File: config.mk
export PLATFORM = sky130hd
export DESIGN_NAME = ufe_ctrl
export DESIGN_NICKNAME = d
export VERILOG_FILES = /design/src/hw/rtl/ufe_pkg.sv /design/src/hw/rtl/ufe_ctrl.sv
export SDC_FILE = /design/constraint.sdc
export NUM_CORES = 1
export LEC_CHECK = 0
export ABC_AREA = 1
export ABC_CLOCK_PERIOD_IN_PS = 2500
export BUFFER_PORTS_ARGS = -buffer_cell sky130_fd_sc_hd__buf_2
export CORE_AREA = 2 2 43 45
export CTS_CLUSTER_DIAMETER = 150
export DETAILED_ROUTE_END_ITERATION = 6
export DIE_AREA = 0 0 45 47
export RECOVER_POWER = 100
export SETUP_SLACK_MARGIN = 0.3
export SKIP_LAST_GASP = 1
export SYNTH_ARGS = -nofsm -noshare
export SYNTH_HDL_FRONTEND = slang
export SYNTH_SLANG_ARGS = --single-unit
File: constraint.sdc
create_clock -name clk -period 2.5 [get_ports clk]
set_input_delay 0.25 -clock clk [delete_from_list [all_inputs] [get_ports clk]]
set_output_delay 0.25 -clock clk [all_outputs]
set_load 0.02 [all_outputs]
File: src/hw/rtl/ufe_pkg.sv
// Shared types and constants of the union-find engine.
// Used by the controller, the datapath and the top level; no dependencies.
package ufe_pkg;

  localparam int NODE_W        = 10;
  localparam int CNT_W         = 11;
  localparam int DEF_MAX_NODES = 1024;
  localparam int RESET_ACTIVE  = 1024;

  localparam int S_TDATA_W = 24;
  localparam int M_TDATA_W = 56;

  localparam logic CMD_UNITE = 1'b0;
  localparam logic CMD_QUERY = 1'b1;

  // Datapath operations issued by the controller.
  localparam int OP_W = 4;
  localparam logic [OP_W-1:0] OP_NONE       = 4'd0;
  localparam logic [OP_W-1:0] OP_CLR        = 4'd1;
  localparam logic [OP_W-1:0] OP_LOAD       = 4'd2;
  localparam logic [OP_W-1:0] OP_FIND_RD    = 4'd3;
  localparam logic [OP_W-1:0] OP_FIND_EV    = 4'd4;
  localparam logic [OP_W-1:0] OP_COMP_RD    = 4'd5;
  localparam logic [OP_W-1:0] OP_COMP_WR    = 4'd6;
  localparam logic [OP_W-1:0] OP_MERGE_LINK = 4'd7;
  localparam logic [OP_W-1:0] OP_MERGE_SIZE = 4'd8;
  localparam logic [OP_W-1:0] OP_RESULT     = 4'd9;

  typedef struct packed {
    logic [OP_W-1:0] op;
    logic            side;   // 0 works on the first node, 1 on the second
  } ufe_cmd_t;

  typedef struct packed {
    logic clr_last;   // clearing pass is at its last entry
    logic item_err;   // latched item has an index out of range
    logic rd_root;    // word read from the table is a root
    logic comp_skip;  // start node of the side is its own root
    logic comp_last;  // parent just read is the root
    logic do_merge;   // unite item with two different roots
    logic out_free;   // output register can take a result
  } ufe_stat_t;

endpackage

File: src/hw/rtl/ufe_ctrl.sv
// Controller state machine of the union-find engine.
// Depends on ufe_pkg; drives ufe_datapath through command and status structs.
module ufe_ctrl (
  input  logic                clk,
  input  logic                rst,
  input  logic                cfg_wr_en,
  input  logic                in_valid,
  output logic                in_ready,
  input  ufe_pkg::ufe_stat_t  stat,
  output ufe_pkg::ufe_cmd_t   cmd
);
  import ufe_pkg::*;

  localparam logic [3:0] ST_CLEAR      = 4'd0;
  localparam logic [3:0] ST_IDLE       = 4'd1;
  localparam logic [3:0] ST_START      = 4'd2;
  localparam logic [3:0] ST_FIND_RD    = 4'd3;
  localparam logic [3:0] ST_FIND_EV    = 4'd4;
  localparam logic [3:0] ST_COMP_RD    = 4'd5;
  localparam logic [3:0] ST_COMP_WR    = 4'd6;
  localparam logic [3:0] ST_MERGE_LINK = 4'd7;
  localparam logic [3:0] ST_MERGE_SIZE = 4'd8;
  localparam logic [3:0] ST_RESULT     = 4'd9;

  logic [3:0] state, state_next;
  logic       side, side_next;

  assign in_ready = (state == ST_IDLE);

  always_comb begin
    state_next = state;
    side_next  = side;
    cmd.op     = OP_NONE;
    cmd.side   = side;
    unique case (state) inside
      ST_CLEAR: begin
        cmd.op = OP_CLR;
        if (stat.clr_last) state_next = ST_IDLE;
      end
      ST_IDLE: begin
        if (in_valid) begin
          cmd.op     = OP_LOAD;
          state_next = ST_START;
        end
      end
      ST_START: begin
        side_next  = 1'b0;
        state_next = stat.item_err ? ST_RESULT : ST_FIND_RD;
      end
      ST_FIND_RD: begin
        cmd.op     = OP_FIND_RD;
        state_next = ST_FIND_EV;
      end
      ST_FIND_EV: begin
        cmd.op = OP_FIND_EV;
        if (stat.rd_root) state_next = ST_COMP_RD;
      end
      ST_COMP_RD, ST_COMP_WR: begin
        cmd.op = (state == ST_COMP_RD) ? OP_COMP_RD : OP_COMP_WR;
        if ((state == ST_COMP_RD && stat.comp_skip) ||
            (state == ST_COMP_WR && stat.comp_last)) begin
          if (!side) begin
            side_next  = 1'b1;
            state_next = ST_FIND_RD;
          end else begin
            state_next = stat.do_merge ? ST_MERGE_LINK : ST_RESULT;
          end
        end else begin
          state_next = ST_COMP_WR;
        end
      end
      ST_MERGE_LINK: begin
        cmd.op     = OP_MERGE_LINK;
        state_next = ST_MERGE_SIZE;
      end
      ST_MERGE_SIZE: begin
        cmd.op     = OP_MERGE_SIZE;
        state_next = ST_RESULT;
      end
      ST_RESULT: begin
        cmd.op = OP_RESULT;
        if (stat.out_free) state_next = ST_IDLE;
      end
      default: begin
        state_next = ST_CLEAR;
      end
    endcase
    // A register write restarts the clearing pass.
    if (cfg_wr_en) state_next = ST_CLEAR;
  end

  always_ff @(posedge clk) begin
    if (rst) begin
      state <= ST_CLEAR;
      side  <= 1'b0;
    end else begin
      state <= state_next;
      side  <= side_next;
    end
  end

endmodule

==> metrics.md, run 1 <==
| Metric | Value |
|---|---|
| Status | finished, final reports clean |
| Tot Pwr | 0.218 mW |
| Post-synth EDFFs | 0 |
| CTS Hold Bufs | 0 |
| Sequence of cells on the critical path | inv_1, nor2_1, nand2_1, o211ai_1, clkbuf_1 |
| Seq/Total Area, Yosys | 0.217 |
| CTS tree | done |
| HP Class | in -> reg |
| Worst R2R Setup Slack | 0.99 ns |
| Sequential power share | 0.385 |
| Cells after Synth | around 80 |
| Worst hold slack | around 0.25 ns |
| Buf/Inv on CP | 2 |
| DRC viols | 0 |
| Peak VDD IR | approximately 0.18 mV |
| Placed instance count | approximately 110 |
| Die Y | 47 µm |
| First-pass GRT wire length | between 1500 and 2000 µm |
| Post-route cell area | 562 µm² |
| Fill count | approximately 200 |
| Clock share of power | 0.437 |
| Inserted Diodes | 0 |
| Final TNS setup | 0 ns |
| Layout Cells excl Fill | 115 |
| Total track usage | 0.121 |
| Multi-input logic area | ~280 µm² |
| Unrepaired setup endpoints after global routing | false |
| Synth area leaders | dfxtp_1 22%, nand2_1 19%, inv_1 8.2% |
| Resized cells post-CTS | 0 |
| RePlAce Congestion | between 0.8 and 0.9 |
| Die area | 2120 µm² |
| Clk slew on worst S/H paths | 0.04 ns |
| Reg2Reg Depth | 9 |
| Slowest CP cell | nor2_1 |
| Max Slew Vio Count | 0 |
| IO Port Bufs | 16 |
| Post-synthesis register bit count | 5 |
| Crit Path Category | reg -> out |
| R2r startpoint | state[2] |
| Synth top cells by count | 23 x nand2_1, 10 x inv_1, 8 x nor2_1, 6 x inv_2, 6 x nand3_1 |
| Most area-hungry cell type in the Yosys netlist | dfxtp_1 |
| Total grt overflow | 0 |
| Critical Path RT | around 2.3 ns |
| Core area | 1650 µm² |
| Root buf cell | clkbuf_4 |
| Worst setup margin | 0.618 ns |
| Cell variety after synth | 19 |
| Leak | 0.284 nW |
| Largest net degree at the start of global routing | 8 |
| Total CTS buffers | 3 |
| Pre-antenna DRT Iters | 4 |
| CTS Sinks | 5 |
| CTS Buffer Depth | 2 |
| Peak Freq | 531 MHz |
| Most frequent cell after synthesis | nand2_1 |
| Initial Util | 0.279 |
| Share of synthesized registers carrying an async set or reset | 0 |
| Combinational Power Share | 0.178 |
| HPWL after DPL | 887 µm |
| Dpl ws | about 1.2 ns |
| Vias per Instance | around 4.6 |
| Primary FF master, synth | dfxtp_1 |
| Arr. time, crit path | 1.63 ns |
| 1st-iter DRT viols | 17 |
| Slowest stage delay, CP | 0.41 ns |
| Cell Area, Synth | 460 µm² |
| Vias | 527 |
| Setup-failing EPs final | 0 |
| Fin crit share | 0.753 |
| ANT nets after route | 0 |
| Postcts setup bufs | 0 |
| Share of cells above drive strength 1 | 0.265 |
| Initial antenna violation count | 0 |
| Cell Rows | 15 |
| Util after Layout | 0.340 |
| Vias in the first global route | ~480 |
| Post-detailed-route wirelength per cell | roughly 9.3 µm |
| Sw power | 0.0601 mW |
| Worst Path Max Fanout | 7 |
| # IOs | 17 |
| Storage cell area | about 100 µm² |
| Crit path launch | state[2] |
| Worst reg2reg endpoint | state[1] |
| Mean Syn Cell Area | between 5 and 6 µm² |
| Routed wire length | about 1100 µm |
| Worst relative slew slack | 0.658 |
| Max capacitance violation total | 0 |
| H-tree Lvls | 1 |
| Startpoint Class | flop |
| Tightest Pin Transition | between 0.5 and 0.6 ns |
| Critical path endpoint | cmd[2] |
| Worst skew pair latency | 0.25 ns |
| Area post-placement | 554 µm² |
| Post-Syn Nets | 90 |
| Width of the die | 45 µm |
| Top cell type's share of synthesized area | 0.217 |
| Power per cell area | 387 nW/µm² |
| Endpoints failing hold | 0 |
| CP top delay family | simple AND/OR/NAND/NOR gates |
| Setup crit end kind | output pin |
| Number of synthesis warnings | 0 |
| Crit path depth | 5 |
| Sw Share | 0.276 |
| Minimum clock period | between 1.5 and 2 ns |
| Int Power | 0.157 mW |
| NumNets Final | 110 |
| Synthesis-to-finish area growth | 22.0% |
| Fin Clk Skew | 0.00194 ns |
## layer usage
| metal | wire length, µm | track usage | vias up |
|---|---|---|---|
| li1 | - | - | 281 |
| met1 | 446 | 0.127 | 230 |
| met2 | 523 | 0.191 | 11 |
| met3 | 60 | 0.0231 | 5 |
| met4 | 38 | 0.135 | 0 |
| met5 | 0 | 0 | - |
## worst min path at each step
stage | slack [ns] | cells after the start | endpoint | start
2_1_floorplan | 0.40 | 3 | state[3] | rst
3_3_place_gp | 0.51 | 4 | state[3] | cfg_wr_en
3_5_place_dp | 0.52 | 4 | state[3] | cfg_wr_en
4_1_cts | 0.25 | 4 | state[3] | cfg_wr_en
5_1_grt | 0.27 | 4 | state[3] | cfg_wr_en
6_report | 0.25 | 4 | state[3] | cfg_wr_en
## worst reg2reg max path, stage by stage (launching register included)
cell and delay [ns]:
dfxtp_1 0.39, inv_1 0.08, nor2_1 0.41, nand3_2 0.09, nand2_1 0.14, nand2_1 0.08, nand2_1 0.06, nand2_1 0.05
nand2_1 0.06, nor2_1 0.04
## state kept, by name, summed over array words and instances (netlist names)
signal and flops:
state 4, side 1
## logic make-up after synthesis
kind of cell    after synthesis  synth area share
simple gates                 50             0.538
buf+inv                      17             0.147
compound gates                7            0.0978
flops                         5             0.217
## cell type report
cell class | instances | share of cell area
timing repair buffer | 16 | 0.131
tap | 17 | 0.0379
clock buffer | 4 | 0.0468
multi-input combinational | 57 | 0.499
sequential | 5 | 0.178
inverter | 16 | 0.107
## power by group through the flow
stage | registers, mW | logic [mW] | clock network, mW
final | 0.0837 | 0.0387 | 0.0951
after global routing | 0.0838 | 0.0444 | 0.101
after CTS | 0.0837 | 0.0397 | 0.100
after detailed placement | 0.0852 | 0.0396 | 0
after global placement | 0.0851 | 0.0395 | 0
after floorplan | 0.0849 | 0.0249 | 0
## cell usage in the layout (no fill, tap or decap), types with 2 or more instances in the layout
master	n
nand2_1	24
dfxtp_1	5
clkbuf_1	6
nor2_2	3
nand3_1	6
nand3_2	2
clkbuf_4	3
o21ai_0	2
inv_1	12
inv_2	4
buf_2	11
nand3b_1	2
nor2_1	10
Note: power is estimated with default switching activity, not from simulation.
==> run 2, diff against run 1 <==
--- a/config.mk
+++ b/config.mk
@@ -6,7 +6,7 @@
 export NUM_CORES = 1
 export LEC_CHECK = 0
 export ABC_AREA = 1
-export ABC_CLOCK_PERIOD_IN_PS = 2500
+export ABC_CLOCK_PERIOD_IN_PS = 1900
 export BUFFER_PORTS_ARGS = -buffer_cell sky130_fd_sc_hd__buf_2
 export CORE_AREA = 2 2 43 45
 export CTS_CLUSTER_DIAMETER = 150
==> constraint.sdc (replaced) <==
create_clock -name clk -period 1.9 [get_ports clk]
set_input_delay 0.19 -clock clk [delete_from_list [all_inputs] [get_ports clk]]
set_output_delay 0.19 -clock clk [all_outputs]
set_load 0.02 [all_outputs]
==> run 2 against run 1 <==
- utilization rose by 0.45 points
- global-route usage increased by 0.40 points
- clock power is 34% higher
- first-iteration DRC count shrank 47%
- via count rose by 3.0%
==> metrics.md, run 2 (synthesis results as in run 1) <==
| Metric | Value |
|---|---|
| NumNets Final | 110 |
| Die Y | around 47 µm |
| Peak VDD IR | 0.237 mV |
| Initial antenna violation count | 0 |
| H-tree Lvls | 1 |
| Minimum clock period | 1.61 ns |
| CTS Buffer Depth | 2 |
| Worst Path Max Fanout | 6 |
| Fin crit share | 0.848 |
| Unrepaired setup endpoints after global routing | false |
| Max Slew Vio Count | 0 |
| Inserted Diodes | 0 |
| IO Port Bufs | 16 |
| Total CTS buffers | 3 |
| Status | finished, final reports clean |
| Endpoints failing hold | 0 |
| Fill count | just over 200 |
| Fin Clk Skew | about 0.0026 ns |
| Post-detailed-route wirelength per cell | between 9 and 10 µm |
| CTS Sinks | 5 |
| GR Util met1 | 0.141 |
| Pre-antenna DRT Iters | 4 |
| Biggest register | state |
| Root buf cell | clkbuf_4 |
| Startpoint Class | flop |
| Postcts setup bufs | 0 |
| Critical Path RT | between 1.5 and 2 ns |
| Synthesis-to-finish area growth | 23.6% |
| Max capacitance violation total | 0 |
| RePlAce Congestion | 0.914 |
| Cell Rows | 15 |
| Commonest non-fill, non-tap cell in the layout | nand2_1 |
| First-pass GRT wire length | between 1500 and 2000 µm |
| HP Class | in -> reg |
| Core area | 1650 µm² |
| Max reg flops | 4 |
| Met2 Use GR | 0.197 |
| Clk slew on worst S/H paths | ~0.04 ns |
| CTS Hold Bufs | 0 |
| Leak | 0.288 nW |
| Width of the die | ~45 µm |
| Largest net degree at the start of global routing | 8 |
| Crit Path Category | reg -> out |
| Commonest non-fill, non-tap cells in the layout | 24 x nand2_1, 12 x buf_2, 11 x inv_1 |
| CTS tree | done |
| Worst relative slew slack | 0.736 |
| Largest regs | state x4, side x1 |
| Worst setup margin | 0.289 ns |
| Arr. time, crit path | 1.42 ns |
| GRT busiest layer | met2 |
| Initial Util | 0.279 |
| Met3 usage | 0.0462 |
| Routed wire length | 1120 µm |
| Final TNS setup | 0 ns |
| Vias in the first global route | roughly 470 |
| Setup crit end kind | output pin |
| Setup-failing EPs final | 0 |
| Power per cell area | between 500 and 600 nW/µm² |
| Worst skew pair latency | 0.25 ns |
| Peak Freq | roughly 620 MHz |
| DRC viols | 0 |
| # IOs | 17 |
| Die area | 2120 µm² |
| Total grt overflow | 0 |
| HPWL after DPL | 952 µm |
| Tightest Pin Transition | 0.395 ns |
| ANT nets after route | 0 |
| Vias | 543 |
| Share of cells above drive strength 1 | 0.296 |
| 1st-iter DRT viols | 9 |
| Vias per Instance | about 4.7 |
| Total track usage | 0.125 |
| Dpl ws | 0.607 ns |
[run 2: cell types whose count changed in the layout (fill, tap and decap cells not counted)]
cell      before  now
buf_2         11   12
clkbuf_1       6    5
dfxtp_1        5    4
dfxtp_2        0    1
inv_1         12   11
inv_2          4    5
nor2_2         3    2
nor2_4         1    2
[run 2: where the power goes]
part / total (mW) / internal [mW] / leakage, nW / switching (mW)
Sequential: 0.111 / 0.107 / 0.0408 / 0.00308
Combinational: 0.0519 / 0.0207 / 0.232 / 0.0312
Clock: 0.127 / 0.0797 / 0.0150 / 0.0475
Total: 0.290 / 0.208 / 0.288 / 0.0818
[run 2: worst max-delay path, cell delays in order (launching register included)]
cell and delay (ns):
dfxtp_1 0.36, nor2_1 0.36, nand2_1 0.12, nand3_1 0.10
clkbuf_1 0.23
[run 2: per-stage QoR]
step	cells	util	hold slack, ns	power [mW]	cell area, µm²
after floorplan	79	-	0.344	0.144	460
after global placement	111	0.336	0.453	0.165	554
after detailed placement	111	0.336	0.455	0.165	554
after global routing	115	0.345	0.208	0.318	569
after CTS	115	0.352	0.192	0.296	581
final	115	0.345	0.194	0.290	569
[run 2: final cells by class]
type | count | area, µm² | area share
clock buffer | 4 | 26.3 | 0.0462
inverter | 16 | 60.1 | 0.105
multi-input combinational | 57 | 285 | 0.501
sequential | 5 | 101 | 0.178
tap | 17 | 21.3 | 0.0374
timing repair buffer | 16 | 75.1 | 0.132
[run 2: final timing paths]
kind	startpoint	to	slack (ns)	cells past startpoint
worst max register to register	state[3]	state[1]	0.58	7
worst min register to register	side	side	0.53	2
worst min-delay path	cfg_wr_en	state[3]	0.19	4
worst max-delay path	state[3]	cmd[1]	0.29	4
[run 2: routing by layer]
layer | vias to the layer above | routed length, µm
met4 | 0 | 37
met5 | - | 0
met3 | 5 | 79
li1 | 286 | -
met2 | 19 | 558
met1 | 233 | 447
[run 2: repair_timing]
action | 4_1_cts | 5_1_grt
setup endpoints to repair | 0 | 1
resized for setup | 0 | 1
hold endpoints to repair | 0 | 0
==> run 3, diff against run 2 <==
--- a/config.mk
+++ b/config.mk
@@ -6,7 +6,7 @@
 export NUM_CORES = 1
 export LEC_CHECK = 0
 export ABC_AREA = 1
-export ABC_CLOCK_PERIOD_IN_PS = 1900
+export ABC_CLOCK_PERIOD_IN_PS = 1450
 export BUFFER_PORTS_ARGS = -buffer_cell sky130_fd_sc_hd__buf_2
 export CORE_AREA = 2 2 43 45
 export CTS_CLUSTER_DIAMETER = 150
==> constraint.sdc (replaced) <==
create_clock -name clk -period 1.45 [get_ports clk]
set_input_delay 0.145 -clock clk [delete_from_list [all_inputs] [get_ports clk]]
set_output_delay 0.145 -clock clk [all_outputs]
set_load 0.02 [all_outputs]
==> run 3 against run 2 <==
- via count is 11% higher
- critical path depth is 1 higher
- sequential power is 26% higher
- wire length is 43% higher
- die area stayed put
- utilization is 14 points higher
- register-to-register slack worse by 0.43 ns
- combinational power is 98% higher
- clock power is 29% higher
- critical path type unchanged
==> metrics.md, run 3 (synthesis results as in run 1) <==
| Metric | Value |
|---|---|
| Largest regs | state x4, side x1 |
| Total grt overflow | 0 |
| HP Class | in -> reg |
| 1st-iter DRT viols | 6 |
| Dpl ws | 0.244 ns |
| Max reg flops | 4 |
| Post-route cell area | about 800 µm² |
| Clock share of power | 0.403 |
| First-pass GRT wire length | 2160 µm |
| Critical Path RT | ~1.3 ns |
| Biggest register | state |
| Routed wire length | 1600 µm |
| Initial antenna violation count | 0 |
| Commonest non-fill, non-tap cells in the layout | 16 x nand2_1, 14 x buf_4, 10 x buf_2 |
| Sequence of cells on the critical path | inv_2, nor2_4, nand2_2, o211ai_1, buf_4 |
| Area post-placement | between 500 and 600 µm² |
| Status | finished, final reports clean |
| Sw Share | 0.290 |
| NumNets Final | between 100 and 150 |
| Endpoints failing hold | 0 |
| Peak VDD IR | 0.240 mV |
| Cell Rows | 15 |
| Pre-antenna DRT Iters | 4 |
| Max Slew Vio Count | 0 |
| Largest net degree at the start of global routing | 6 |
| Worst Path Max Fanout | 4 |
| Vias | 601 |
| HPWL after DPL | 909 µm |
| # IOs | 17 |
| Buf/Inv on CP | 2 |
| Clk slew on worst S/H paths | 0.05 ns |
| CTS Buffer Depth | 2 |
| Tightest Pin Transition | 0.246 ns |
| Worst skew pair latency | 0.25 ns |
| Tot Pwr | 0.407 mW |
| Peak Freq | 748 MHz |
| DRC viols | 0 |
| Share of cells above drive strength 1 | 0.584 |
| ANT nets after route | 0 |
| Inserted Diodes | 0 |
| Setup crit end kind | output pin |
| Vias per Instance | 4.62 |
| CP top delay family | flip-flops |
| Power per cell area | 505 nW/µm² |
| Core area | 1650 µm² |
| Leak | 0.400 nW |
| Max capacitance violation total | 0 |
| Unrepaired setup endpoints after global routing | true |
| Total track usage | 0.143 |
| Root buf cell | clkbuf_4 |
| Sw power | 0.118 mW |
| Synthesis-to-finish area growth | 75.0% |
| H-tree Lvls | 1 |
| Slowest stage delay, CP | 0.38 ns |
| RePlAce Congestion | 0.831 |
| Startpoint Class | flop |
| Die Y | 47 µm |
| Setup-failing EPs final | 0 |
| CTS tree | done |
| Worst relative slew slack | 0.837 |
| Arr. time, crit path | 1.19 ns |
| Fin Clk Skew | 0.00801 ns |
| Post-detailed-route wirelength per cell | 12.3 µm |
| Int Power | 0.289 mW |
| Crit Path Category | reg -> out |
| Final TNS setup | 0 ns |
| Vias in the first global route | 547 |
| Fin crit share | 0.922 |
| Slowest CP cell | dfxtp_4 |
| Commonest non-fill, non-tap cell in the layout | nand2_1 |
| Initial Util | 0.279 |
| Combinational Power Share | 0.253 |
| CTS Hold Bufs | 0 |
| IO Port Bufs | 16 |
| Worst hold slack | between 0.15 and 0.2 ns |
| Worst setup margin | 0.113 ns |
| CTS Sinks | 5 |
| Die area | 2120 µm² |
| Total CTS buffers | 3 |
| Minimum clock period | 1.34 ns |
| Width of the die | 45 µm |
| Sequential power share | 0.344 |
## run 3: changes by cell type in the layout (fill, tap and decap cells not counted), moves of 3 or more
| cell | before | now |
|---|---|---|
| buf_4 | 0 | 14 |
| buf_6 | 0 | 6 |
| clkbuf_1 | 5 | 2 |
| dfxtp_1 | 4 | 1 |
| dfxtp_4 | 0 | 4 |
| nand2_1 | 24 | 16 |
| nand2_2 | 1 | 8 |
| nor2_1 | 10 | 6 |
| nor2_4 | 2 | 7 |
## run 3: layout make-up
| type | instances | area (µm²) |
|---|---|---|
| fillers | 166 | 846 |
| multi-input cells | 57 | 354 |
| repair buffers | 31 | 226 |
| flip-flops and latches | 5 | 115 |
| inverters | 16 | 62.6 |
| clock buffers | 4 | 26.3 |
| well taps | 17 | 21.3 |
## run 3: power by group through the flow
stage | combinational (mW) | clock [mW] | sequential, mW
after floorplan | 0.0442 | 0 | 0.147
after global placement | 0.0692 | 0 | 0.148
after detailed placement | 0.0693 | 0 | 0.148
after CTS | 0.0947 | 0.171 | 0.139
after global routing | 0.113 | 0.180 | 0.140
final | 0.103 | 0.164 | 0.140
## run 3: path summary, 6_finish.rpt
kind | depth (start not counted) | slack [ns] | to | startpoint
min | 4 | 0.15 | side | rst
max reg2reg | 10 | 0.15 | state[3] | state[0]
max | 5 | 0.11 | cmd[2] | state[0]
min reg2reg | 2 | 0.52 | side | side
## run 3: metal layers
| metal | global-route usage | vias up | routed length (µm) |
|---|---|---|---|
| li1 | - | 314 | - |
| met1 | 0.167 | 272 | 638 |
| met2 | 0.251 | 15 | 911 |
| met3 | 0.0115 | 0 | 54 |
| met4 | 0.0882 | 0 | 0 |
| met5 | 0 | - | 0 |
## run 3: tightest hold or removal path: stages
cell and delay (ns):
buf_2 0.09, a21oi_1 0.04, o21ai_2 0.05, inv_1 0.03
## run 3: repair_timing
item	CTS	global route
setup endpoints to repair	9	10
setup buffers	11	4
pin swaps	8	5
gates resized for setup	30	8
## run 3: per-stage QoR
step / cells / utilization
5_1_grt: 130 / 0.488
3_5_place_dp: 111 / 0.340
6_report: 130 / 0.488
4_1_cts: 126 / 0.457
3_3_place_gp: 111 / 0.340
2_1_floorplan: 79 / -
